File: src/design/kdrm_pkg.sv
// ----------------------------------------------------------------------------
// kdrm_pkg
// Shared types and constants of the keypad debounce, repeat and modifier core.
// ----------------------------------------------------------------------------
package kdrm_pkg;

  // Widths of the fixed fields.
  localparam int TICK_W  = 32;
  localparam int KEYID_W = 6;
  localparam int FLAG_W  = 5;
  localparam int CSET_W  = 2;
  localparam int CFG_A_W = 3;

  // Modifier flag bit positions.
  localparam int FLAG_SYM = 0;
  localparam int FLAG_ALT = 1;
  localparam int FLAG_LSH = 2;
  localparam int FLAG_RSH = 3;
  localparam int FLAG_MIC = 4;

  // Character set codes.
  localparam logic [CSET_W-1:0] CSET_LOWER  = 2'd0;
  localparam logic [CSET_W-1:0] CSET_BASE   = 2'd1;
  localparam logic [CSET_W-1:0] CSET_SYMBOL = 2'd2;

  // Configuration register indexes.
  typedef enum logic [CFG_A_W-1:0] {
    CFG_DEBOUNCE = 3'd0,
    CFG_REPEAT   = 3'd1,
    CFG_SYM      = 3'd2,
    CFG_ALT      = 3'd3,
    CFG_LSHIFT   = 3'd4,
    CFG_RSHIFT   = 3'd5,
    CFG_MIC      = 3'd6
  } kdrm_cfg_idx_t;

  // One entry of the per-key state memory.
  typedef struct packed {
    logic              latch;
    logic [TICK_W-1:0] deadline;
  } kdrm_entry_t;

  localparam int ENTRY_W = $bits(kdrm_entry_t);

  // Configuration seen by the step logic.
  typedef struct packed {
    logic [TICK_W-1:0]  debounce;
    logic [TICK_W-1:0]  rpt;
    logic [KEYID_W-1:0] sym_key;
    logic [KEYID_W-1:0] alt_key;
    logic [KEYID_W-1:0] lsh_key;
    logic [KEYID_W-1:0] rsh_key;
    logic [KEYID_W-1:0] mic_key;
  } kdrm_cfg_t;

  // Decision of the step logic for one sample.
  typedef struct packed {
    logic              wr_en;
    kdrm_entry_t       entry;
    logic [FLAG_W-1:0] flags;
    logic              emit;
    logic [CSET_W-1:0] char_set;
  } kdrm_step_t;

endpackage

File: src/design/kdrm_ram.sv
// ----------------------------------------------------------------------------
// kdrm_ram
// Generic single-write, single-read synchronous RAM with registered read.
// ----------------------------------------------------------------------------
module kdrm_ram #(
  parameter int WIDTH = 8,
  parameter int DEPTH = 16,
  parameter int AW    = 4
) (
  input  logic             clk,
  input  logic             we,
  input  logic [AW-1:0]    waddr,
  input  logic [WIDTH-1:0] wdata,
  input  logic             re,
  input  logic [AW-1:0]    raddr,
  output logic [WIDTH-1:0] rdata
);

  logic [WIDTH-1:0] mem_r [DEPTH];

  // Write port.
  always_ff @(posedge clk) begin
    if (we) begin
      mem_r[waddr] <= wdata;
    end
  end

  // Read port; a read of an address written in the same cycle returns old data.
  always_ff @(posedge clk) begin
    if (re) begin
      rdata <= mem_r[raddr];
    end
  end

endmodule

File: src/design/kdrm_step.sv
// ----------------------------------------------------------------------------
// kdrm_step
// Per-sample decision: debounce, auto-repeat and modifier flag update for one
// key entry.
// ----------------------------------------------------------------------------
module kdrm_step
  import kdrm_pkg::*;
(
  input  logic               active,
  input  logic               pressed,
  input  logic [TICK_W-1:0]  now_tick,
  input  logic [KEYID_W-1:0] key_id,
  input  kdrm_entry_t        entry,
  input  logic [FLAG_W-1:0]  flags,
  input  kdrm_cfg_t          cfg,
  output kdrm_step_t         res
);

  logic              due;
  logic              rel_hit;
  logic              press_hit;
  logic [FLAG_W-1:0] rel_mask;
  logic [FLAG_W-1:0] press_mask;
  logic [TICK_W-1:0] offset;

  // Modifier decode, first match in the order sym, alt, shifts, mic.
  always_comb begin
    rel_mask   = '0;
    press_mask = '0;
    if (key_id == cfg.sym_key) begin
      rel_mask[FLAG_SYM] = 1'b1;
    end else if (key_id == cfg.alt_key) begin
      rel_mask[FLAG_ALT] = 1'b1;
    end else if (key_id == cfg.lsh_key) begin
      rel_mask[FLAG_LSH] = 1'b1;
    end else if (key_id == cfg.rsh_key) begin
      rel_mask[FLAG_RSH] = 1'b1;
    end else if (key_id == cfg.mic_key) begin
      rel_mask[FLAG_MIC] = 1'b1;
    end
    // Mic acts as an ordinary key while sym is held.
    press_mask = rel_mask;
    if (flags[FLAG_SYM]) begin
      press_mask[FLAG_MIC] = 1'b0;
    end
  end

  assign due       = (now_tick >= entry.deadline);
  assign rel_hit   = active & ~pressed & entry.latch;
  assign press_hit = active & pressed & due;
  assign offset    = (pressed & entry.latch) ? cfg.rpt : cfg.debounce;

  // New entry, flags and result.
  always_comb begin
    res                = '0;
    res.flags          = flags;
    res.entry.latch    = pressed;
    res.entry.deadline = now_tick + offset;
    res.wr_en          = rel_hit | press_hit;
    if (rel_hit) begin
      res.flags = flags & ~rel_mask;
    end else if (press_hit) begin
      if (press_mask != '0) begin
        res.flags = flags | press_mask;
      end else begin
        res.emit = 1'b1;
      end
    end
    if (flags[FLAG_SYM]) begin
      res.char_set = CSET_SYMBOL;
    end else if (flags[FLAG_LSH] | flags[FLAG_RSH]) begin
      res.char_set = CSET_BASE;
    end else begin
      res.char_set = CSET_LOWER;
    end
  end

endmodule

File: src/design/keypad_debounce_repeat_modifiers_core.sv
// ----------------------------------------------------------------------------
// keypad_debounce_repeat_modifiers_core
// Keypad sample debouncer with auto-repeat and modifier flag tracking.
//
//   Channel  Direction  Payload (lowest bit up)
//   in_      slave      key_col[2:0], key_row[5:3], key_pressed[6], now_tick[38:7]
//   out_     master     out_col[2:0], out_row[5:3], char_set[7:6], modifier_mask[12:8]
//   cfg_     write      register index, 32-bit data
//
// One sample is taken per cycle, unless a stalled output holds a sample that
// must emit; it holds only such samples. Stages: key state memory read, then
// decision and write-back, with the result in the output register. A sample
// that hits the key written the cycle before uses the forwarded entry. Reset
// clears all key valid bits at once, so there is no clearing pass.
// ----------------------------------------------------------------------------
module keypad_debounce_repeat_modifiers_core
  import kdrm_pkg::*;
#(
  parameter int NUM_COLS = 8,
  parameter int NUM_ROWS = 8
) (
  input  logic               clk,
  input  logic               rst_n,
  // Fields: key_col, key_row, key_pressed, now_tick
  input  logic               in_tvalid,
  output logic               in_tready,
  input  logic [39:0]        in_tdata,
  // Fields: out_col, out_row, char_set, modifier_mask
  output logic               out_tvalid,
  input  logic               out_tready,
  output logic [15:0]        out_tdata,
  input  logic               cfg_we,
  input  logic [CFG_A_W-1:0] cfg_addr,
  input  logic [TICK_W-1:0]  cfg_wdata
);

  localparam int KEYS = NUM_COLS * NUM_ROWS;
  localparam int KW   = (KEYS > 1) ? $clog2(KEYS) : 1;

  // Configuration registers.
  kdrm_cfg_t cfg_r;

  always_ff @(posedge clk) begin
    if (!rst_n) begin
      cfg_r.debounce <= TICK_W'(20);
      cfg_r.rpt      <= TICK_W'(100);
      cfg_r.sym_key  <= KEYID_W'(0);
      cfg_r.alt_key  <= KEYID_W'(1);
      cfg_r.lsh_key  <= KEYID_W'(2);
      cfg_r.rsh_key  <= KEYID_W'(3);
      cfg_r.mic_key  <= KEYID_W'(4);
    end else if (cfg_we) begin
      case (cfg_addr)
        CFG_DEBOUNCE: cfg_r.debounce <= cfg_wdata;
        CFG_REPEAT:   cfg_r.rpt      <= cfg_wdata;
        CFG_SYM:      cfg_r.sym_key  <= cfg_wdata[KEYID_W-1:0];
        CFG_ALT:      cfg_r.alt_key  <= cfg_wdata[KEYID_W-1:0];
        CFG_LSHIFT:   cfg_r.lsh_key  <= cfg_wdata[KEYID_W-1:0];
        CFG_RSHIFT:   cfg_r.rsh_key  <= cfg_wdata[KEYID_W-1:0];
        CFG_MIC:      cfg_r.mic_key  <= cfg_wdata[KEYID_W-1:0];
        default: ;
      endcase
    end
  end

  // Input unpacking and key index.
  logic [2:0]         in_col;
  logic [2:0]         in_row;
  logic               in_in_grid;
  logic [KEYID_W-1:0] in_kid;
  logic               in_fire;

  assign in_col     = in_tdata[2:0];
  assign in_row     = in_tdata[5:3];
  assign in_in_grid = ({1'b0, in_col} < 4'(NUM_COLS)) && ({1'b0, in_row} < 4'(NUM_ROWS));
  assign in_kid     = KEYID_W'(in_col) * KEYID_W'(NUM_ROWS) + KEYID_W'(in_row);
  assign in_fire    = in_tvalid & in_tready;

  // Stage 1 registers: the sample whose entry is being read.
  logic               s1_vld_r;
  logic               s1_grid_r;
  logic [2:0]         s1_col_r;
  logic [2:0]         s1_row_r;
  logic               s1_pressed_r;
  logic [TICK_W-1:0]  s1_now_r;
  logic [KEYID_W-1:0] s1_kid_r;
  logic [KW-1:0]      s1_addr;
  logic               s1_fire;

  // Key state memory, valid bits and forwarding of the latest write.
  logic [ENTRY_W-1:0] ram_rdata;
  logic [KEYS-1:0]    key_vld_r;
  logic               wr_vld_r;
  logic [KW-1:0]      wr_addr_r;
  kdrm_entry_t        wr_data_r;
  kdrm_entry_t        cur_entry;
  logic [FLAG_W-1:0]  flags_r;
  kdrm_step_t         res;
  logic               wr_fire;

  assign s1_addr = s1_kid_r[KW-1:0];
  assign wr_fire = s1_fire & res.wr_en;

  kdrm_ram #(
    .WIDTH (ENTRY_W),
    .DEPTH (KEYS),
    .AW    (KW)
  ) u_key_ram (
    .clk   (clk),
    .we    (wr_fire),
    .waddr (s1_addr),
    .wdata (res.entry),
    .re    (in_fire),
    .raddr (in_kid[KW-1:0]),
    .rdata (ram_rdata)
  );

  // Entry seen by stage 1: forwarded write, memory data or reset value.
  always_comb begin
    if (wr_vld_r && (wr_addr_r == s1_addr)) begin
      cur_entry = wr_data_r;
    end else if (key_vld_r[s1_addr]) begin
      cur_entry = kdrm_entry_t'(ram_rdata);
    end else begin
      cur_entry = '0;
    end
  end

  kdrm_step u_step (
    .active   (s1_grid_r),
    .pressed  (s1_pressed_r),
    .now_tick (s1_now_r),
    .key_id   (s1_kid_r),
    .entry    (cur_entry),
    .flags    (flags_r),
    .cfg      (cfg_r),
    .res      (res)
  );

  // Handshake: stage 1 moves on unless it must emit into a full output.
  logic out_vld_r;

  assign s1_fire   = s1_vld_r & (~res.emit | ~out_vld_r | out_tready);
  assign in_tready = ~s1_vld_r | s1_fire;

  // Stage 1 payload.
  always_ff @(posedge clk) begin
    if (in_fire) begin
      s1_grid_r    <= in_in_grid;
      s1_col_r     <= in_col;
      s1_row_r     <= in_row;
      s1_pressed_r <= in_tdata[6];
      s1_now_r     <= in_tdata[38:7];
      s1_kid_r     <= in_kid;
    end
  end

  // Control state: stage valid, key valid bits, flags, forwarding tag.
  always_ff @(posedge clk) begin
    if (!rst_n) begin
      s1_vld_r  <= 1'b0;
      key_vld_r <= '0;
      flags_r   <= '0;
      wr_vld_r  <= 1'b0;
    end else begin
      if (in_fire) begin
        s1_vld_r <= 1'b1;
      end else if (s1_fire) begin
        s1_vld_r <= 1'b0;
      end
      if (s1_fire) begin
        flags_r <= res.flags;
      end
      if (wr_fire) begin
        key_vld_r[s1_addr] <= 1'b1;
        wr_vld_r           <= 1'b1;
      end
    end
  end

  // Forwarded write data.
  always_ff @(posedge clk) begin
    if (wr_fire) begin
      wr_addr_r <= s1_addr;
      wr_data_r <= res.entry;
    end
  end

  // Output register.
  logic [15:0] out_data_r;

  always_ff @(posedge clk) begin
    if (!rst_n) begin
      out_vld_r <= 1'b0;
    end else if (s1_fire & res.emit) begin
      out_vld_r <= 1'b1;
    end else if (out_tready) begin
      out_vld_r <= 1'b0;
    end
  end

  always_ff @(posedge clk) begin
    if (s1_fire & res.emit) begin
      out_data_r <= {3'b000, res.flags, res.char_set, s1_row_r, s1_col_r};
    end
  end

  assign out_tvalid = out_vld_r;
  assign out_tdata  = out_data_r;

endmodule

File: config.mk
export PLATFORM = sky130hd
export DESIGN_NAME = keypad_debounce_repeat_modifiers_core
export DESIGN_NICKNAME = d
export VERILOG_FILES = /design/src/design/kdrm_pkg.sv /design/src/design/kdrm_ram.sv /design/src/design/kdrm_step.sv /design/src/design/keypad_debounce_repeat_modifiers_core.sv
export SDC_FILE = /design/constraint.sdc
export NUM_CORES = 2
export LEC_CHECK = 0
export BUFFER_PORTS_ARGS = -buffer_cell sky130_fd_sc_hd__buf_2
export CAP_MARGIN = 30
export CORE_ASPECT_RATIO = 1.5
export CORE_UTILIZATION = 30
export CTS_CLUSTER_DIAMETER = 200
export DETAILED_ROUTE_END_ITERATION = 10
export MAX_ROUTING_LAYER = met4
export SETUP_SLACK_MARGIN = 0.15
export SLEW_MARGIN = 20
export SYNTH_ARGS = -nofsm -noshare
export SYNTH_HDL_FRONTEND = slang
export SYNTH_HIERARCHICAL = 1
export SYNTH_SLANG_ARGS = --single-unit
File: constraint.sdc
create_clock -name clk -period 12.6 [get_ports clk]
set_input_delay 1.89 -clock clk [delete_from_list [all_inputs] [get_ports clk]]
set_output_delay 1.89 -clock clk [all_outputs]
set_load 0.05 [all_outputs]
==> qor.yml <==
worst_setup_path:
  cp_data_arrival_time_ns: 9.64
  crit_path_start_kind: "register"
  crit_required_ns: 13.11
  regToRegEndpoint: "u_key_ram/mem_r[50][1]"
  setup.worst_path.end_class: "register"
  reg2reg_setup_slack_ns: 3.48
  regToRegStartpoint: "s1_row_r[1]"
  worst-setup-path-type: "reg -> reg"
  critical_path_peak_fanout: 45
  worst-r2r-cell-count: 25
sta:
  hold_slack_ns: 0.461
  tightest_slew_ns: 1.05
  timing.final.crit_share: 0.724
  maxClockFrequency_ghz: 0.110
  final_max_tran_viols: 0
  clock_period_minus_worst_slack_ns: 9.12
  finalSetupTns_ns: 0
  timing.max_slew.rel_slack: 0.303
  grt_setup_unrepaired: "no"
  timing.final.hold_violations: 0
  finalClockSkew_ns: 0.0700
  setup_viol: 0
synth:
  synth_most_common_cell: "sky130_fd_sc_hd__edfxtp_1"
  syn-cell-area_um2: 94900
  synth-warning-count: 6
  post_synth_num_cell_types: 90
  postSynthRegisterBits: 2402
  synth-async-reset-ratio: 0
  post_synth_main_area_contributors: "sky130_fd_sc_hd__edfxtp_1 (71%), sky130_fd_sc_hd__mux4_2 (12%), sky130_fd_sc_hd__dfxtp_1 (3.5%)"
  synth_top_cell_area_share: 0.708
  register_area_share_after_synthesis: 0.743
  synthFlopType: "sky130_fd_sc_hd__edfxtp_1"
  synth.top_cells.by_count: "sky130_fd_sc_hd__edfxtp_1 (2236), sky130_fd_sc_hd__mux4_2 (487), sky130_fd_sc_hd__nand2_1 (278)"
  synth_enable_flop_cells: 2236
  post_synth_inst_count: 4952
  postSynthAreaPerCell_um2: 19.2
  synth_largest_area_cell: "sky130_fd_sc_hd__edfxtp_1"
hold_path:
  hold_end: "cfg_r[61]"
  min_from: "cfg_r[61]"
  worst_hold_path.num_cells: 2
  hp-class: "reg -> reg"
global_routing:
  grt.total_usage: 0.162
  grt_max_degree: 110
  grt_pass1_vias: 50300
  antenna_found_initial: 22
  globalRoute.totalOverflow: 0
  grt_pass1_wl_mm: 365
cts:
  clock_tree_from_tritoncts: "done"
  clock_sinks: 2402
  cts-root-buf: "sky130_fd_sc_hd__clkbuf_16"
  tritoncts.num_buffers: 217
  cts_hold_repair_buffers: 0
  worst_skew_pair.late_latency_ns: 0.92
  cts_setup_buffers: 0
  post_cts.resized_instances: 0
  clock_pin_slew_worst_setup_and_hold_paths_ns: 0.06
  clk_path_buf_depth: 4
  htreeDepth: 4
layout:
  post_route_cells_drive_above_1_share: 0.237
  fin_nets: 5304
  areaGrowthSynthToFinish_pct: 14.1
  fill_cells: 29300
placed_design:
  dpl.hpwl_mm: 154
  port_buffers: 93
  routabilityCongestion: 0.840
drt:
  drc: 0
  detailed_router_s_first_iteration_violation_count: 4650
  detail_route.first_pass.iterations: 6
  antenna_violating_nets_post_route: 0
  via_per_inst: 5.18
  via_count: 49400
  avgRoutedWirePerCell_um: 26.8
  postRouteWirelength_mm: 256
die:
  die-area_um2: 319000
  rows: 252
  floorplan.io_pins: 98
  overall_die_height_um: 691
  floorplan.initialDensity: 0.302
  core_area_um2: 314000
  die_w_um: 461
flow_run:
  maxCapViolations: 0
power:
  p_leak_nw: 33.7
  irDropWorstVdd_mv: 0.111
  power_density_nw_per_um2: 155
run_status:
  outcome: "completed"
## critical path, stage by stage (launching register included)
cell and delay, ns:
sky130_fd_sc_hd__edfxtp_1 0.76, sky130_fd_sc_hd__buf_4 0.49, sky130_fd_sc_hd__nor2_1 0.26, sky130_fd_sc_hd__a211oi_1 0.39, sky130_fd_sc_hd__o22ai_1 0.15, sky130_fd_sc_hd__a211o_1 0.34, sky130_fd_sc_hd__nor4_4 0.30, sky130_fd_sc_hd__buf_4 0.46
sky130_fd_sc_hd__nor2_2 0.09, sky130_fd_sc_hd__ha_1 0.27, sky130_fd_sc_hd__nand2b_1 0.13, sky130_fd_sc_hd__a2111oi_0 0.58, sky130_fd_sc_hd__or4b_1 0.30, sky130_fd_sc_hd__o211a_1 0.24, sky130_fd_sc_hd__o31ai_2 0.08, sky130_fd_sc_hd__a21boi_2 0.50
sky130_fd_sc_hd__nor3_1 0.18, sky130_fd_sc_hd__inv_1 0.11, sky130_fd_sc_hd__o21ai_1 0.18, sky130_fd_sc_hd__buf_4 0.24, sky130_fd_sc_hd__nor2_4 0.26, sky130_fd_sc_hd__buf_4 0.57, sky130_fd_sc_hd__nor2b_1 0.29, sky130_fd_sc_hd__nand4b_1 0.40
sky130_fd_sc_hd__nor2_4 0.65, sky130_fd_sc_hd__buf_4 0.42
## how the worst max path moves through the flow
stage	slack, ns	start	end	depth (start not counted)
final	3.48	s1_row_r[1]	u_key_ram/mem_r[50][1]	25
after global routing	3.29	s1_row_r[1]	u_key_ram/mem_r[50][31]	26
after CTS	3.59	s1_row_r[1]	in_tready	20
after detailed placement	3.75	s1_row_r[1]	u_key_ram/mem_r[50][4]	26
after global placement	3.68	s1_row_r[1]	u_key_ram/mem_r[51][6]	24
after floorplan	3.35	s1_row_r[0]	u_key_ram/mem_r[49][0]	22
## kinds of logic (layout without fill, tap and decap cells)
group / after synthesis / count (layout) / share of synthesized area
AOI/OAI and AO/OA: 575 / 575 / 0.0447
DFF: 2402 / 2402 / 0.743
adders and majority gates: 64 / 64 / 0.00852
muxes: 701 / 701 / 0.139
xor gates and xnor gates: 62 / 62 / 0.00572
buffers and inverters: 331 / 699 / 0.0184
and+or+nand+nor: 815 / 815 / 0.0413
other: 2 / 27 / 0.0000791
## layer usage
layer | wire, um | vias to the layer above | global-route usage | share of wire
li1 | - | 20500 | - | -
met1 | 94500 | 26600 | 0.187 | 0.37
met2 | 136000 | 1796 | 0.288 | 0.53
met3 | 15700 | 448 | 0.0215 | 0.061
met4 | 9390 | 0 | 0.0556 | 0.037
met5 | 0 | - | - | 0
## cell type report
class                      count  area (um2)  share of cell area
timing repair buffer         263        1880              0.0173
inverter                      53         199             0.00184
tap                         4191        5240              0.0484
sequential                  2402       70500               0.651
clock inverter               132        1310              0.0120
multi-input combinational   2223       23600               0.217
antenna                       21        52.6            0.000485
clock buffer                 251        5610              0.0518
## registers in the layout, indices dropped and copies added, names as in the netlist
signal	count
s1_pressed_r	1
u_key_ram/mem_r	2112
u_key_ram/rdata	33
s1_row_r	2
flags_r	5
s1_vld_r	1
out_tvalid	1
wr_data_r	33
wr_vld_r	1
s1_now_r	32
s1_addr	1
key_vld_r	64
wr_addr_r	6
cfg_r	94
out_tdata	13
s1_col_r	3
## layout by cell type, fill, tap and decap left out, types with 39 or more instances in the layout
cell type,synthesis,routed
sky130_fd_sc_hd__a21boi_0,61,61
sky130_fd_sc_hd__a21oi_1,67,66
sky130_fd_sc_hd__a22oi_1,80,80
sky130_fd_sc_hd__buf_2,66,89
sky130_fd_sc_hd__buf_4,22,164
sky130_fd_sc_hd__clkbuf_16,0,218
sky130_fd_sc_hd__clkinv_1,1,50
sky130_fd_sc_hd__clkinv_2,0,39
sky130_fd_sc_hd__dfxtp_1,166,166
sky130_fd_sc_hd__edfxtp_1,2236,2236
sky130_fd_sc_hd__ha_1,63,62
sky130_fd_sc_hd__inv_1,51,50
sky130_fd_sc_hd__mux2_2,44,44
sky130_fd_sc_hd__mux2i_1,168,168
sky130_fd_sc_hd__mux4_2,487,487
sky130_fd_sc_hd__nand2_1,278,277
sky130_fd_sc_hd__nand3_1,103,102
sky130_fd_sc_hd__nand4_1,58,58
sky130_fd_sc_hd__nor2_1,171,104
sky130_fd_sc_hd__nor2_4,0,65
sky130_fd_sc_hd__nor2b_1,62,60
sky130_fd_sc_hd__o21a_1,70,70
sky130_fd_sc_hd__o221ai_1,48,48
sky130_fd_sc_hd__o22ai_1,61,61
## per-stage QoR
step	std cells	util	power (W)	setup WS [ns]	instance area, um2
after detailed placement	9131	0.322	0.0104	3.75	101000
after floorplan	4956	-	0.00987	3.35	94900
after CTS	9514	0.344	0.0170	3.59	108000
after global routing	9524	0.344	0.0173	3.29	108000
after global placement	9125	0.322	0.0104	3.68	101000
final	9536	0.345	0.0168	3.48	108000
## where the power goes
part / total [W] / switching (W) / internal, W
Combinational: 0.00122 / 0.000889 / 0.000332
Clock: 0.00660 / 0.00293 / 0.00367
Sequential: 0.00901 / 0.0000254 / 0.00898
Note: power is estimated with default switching activity, not from simulation.
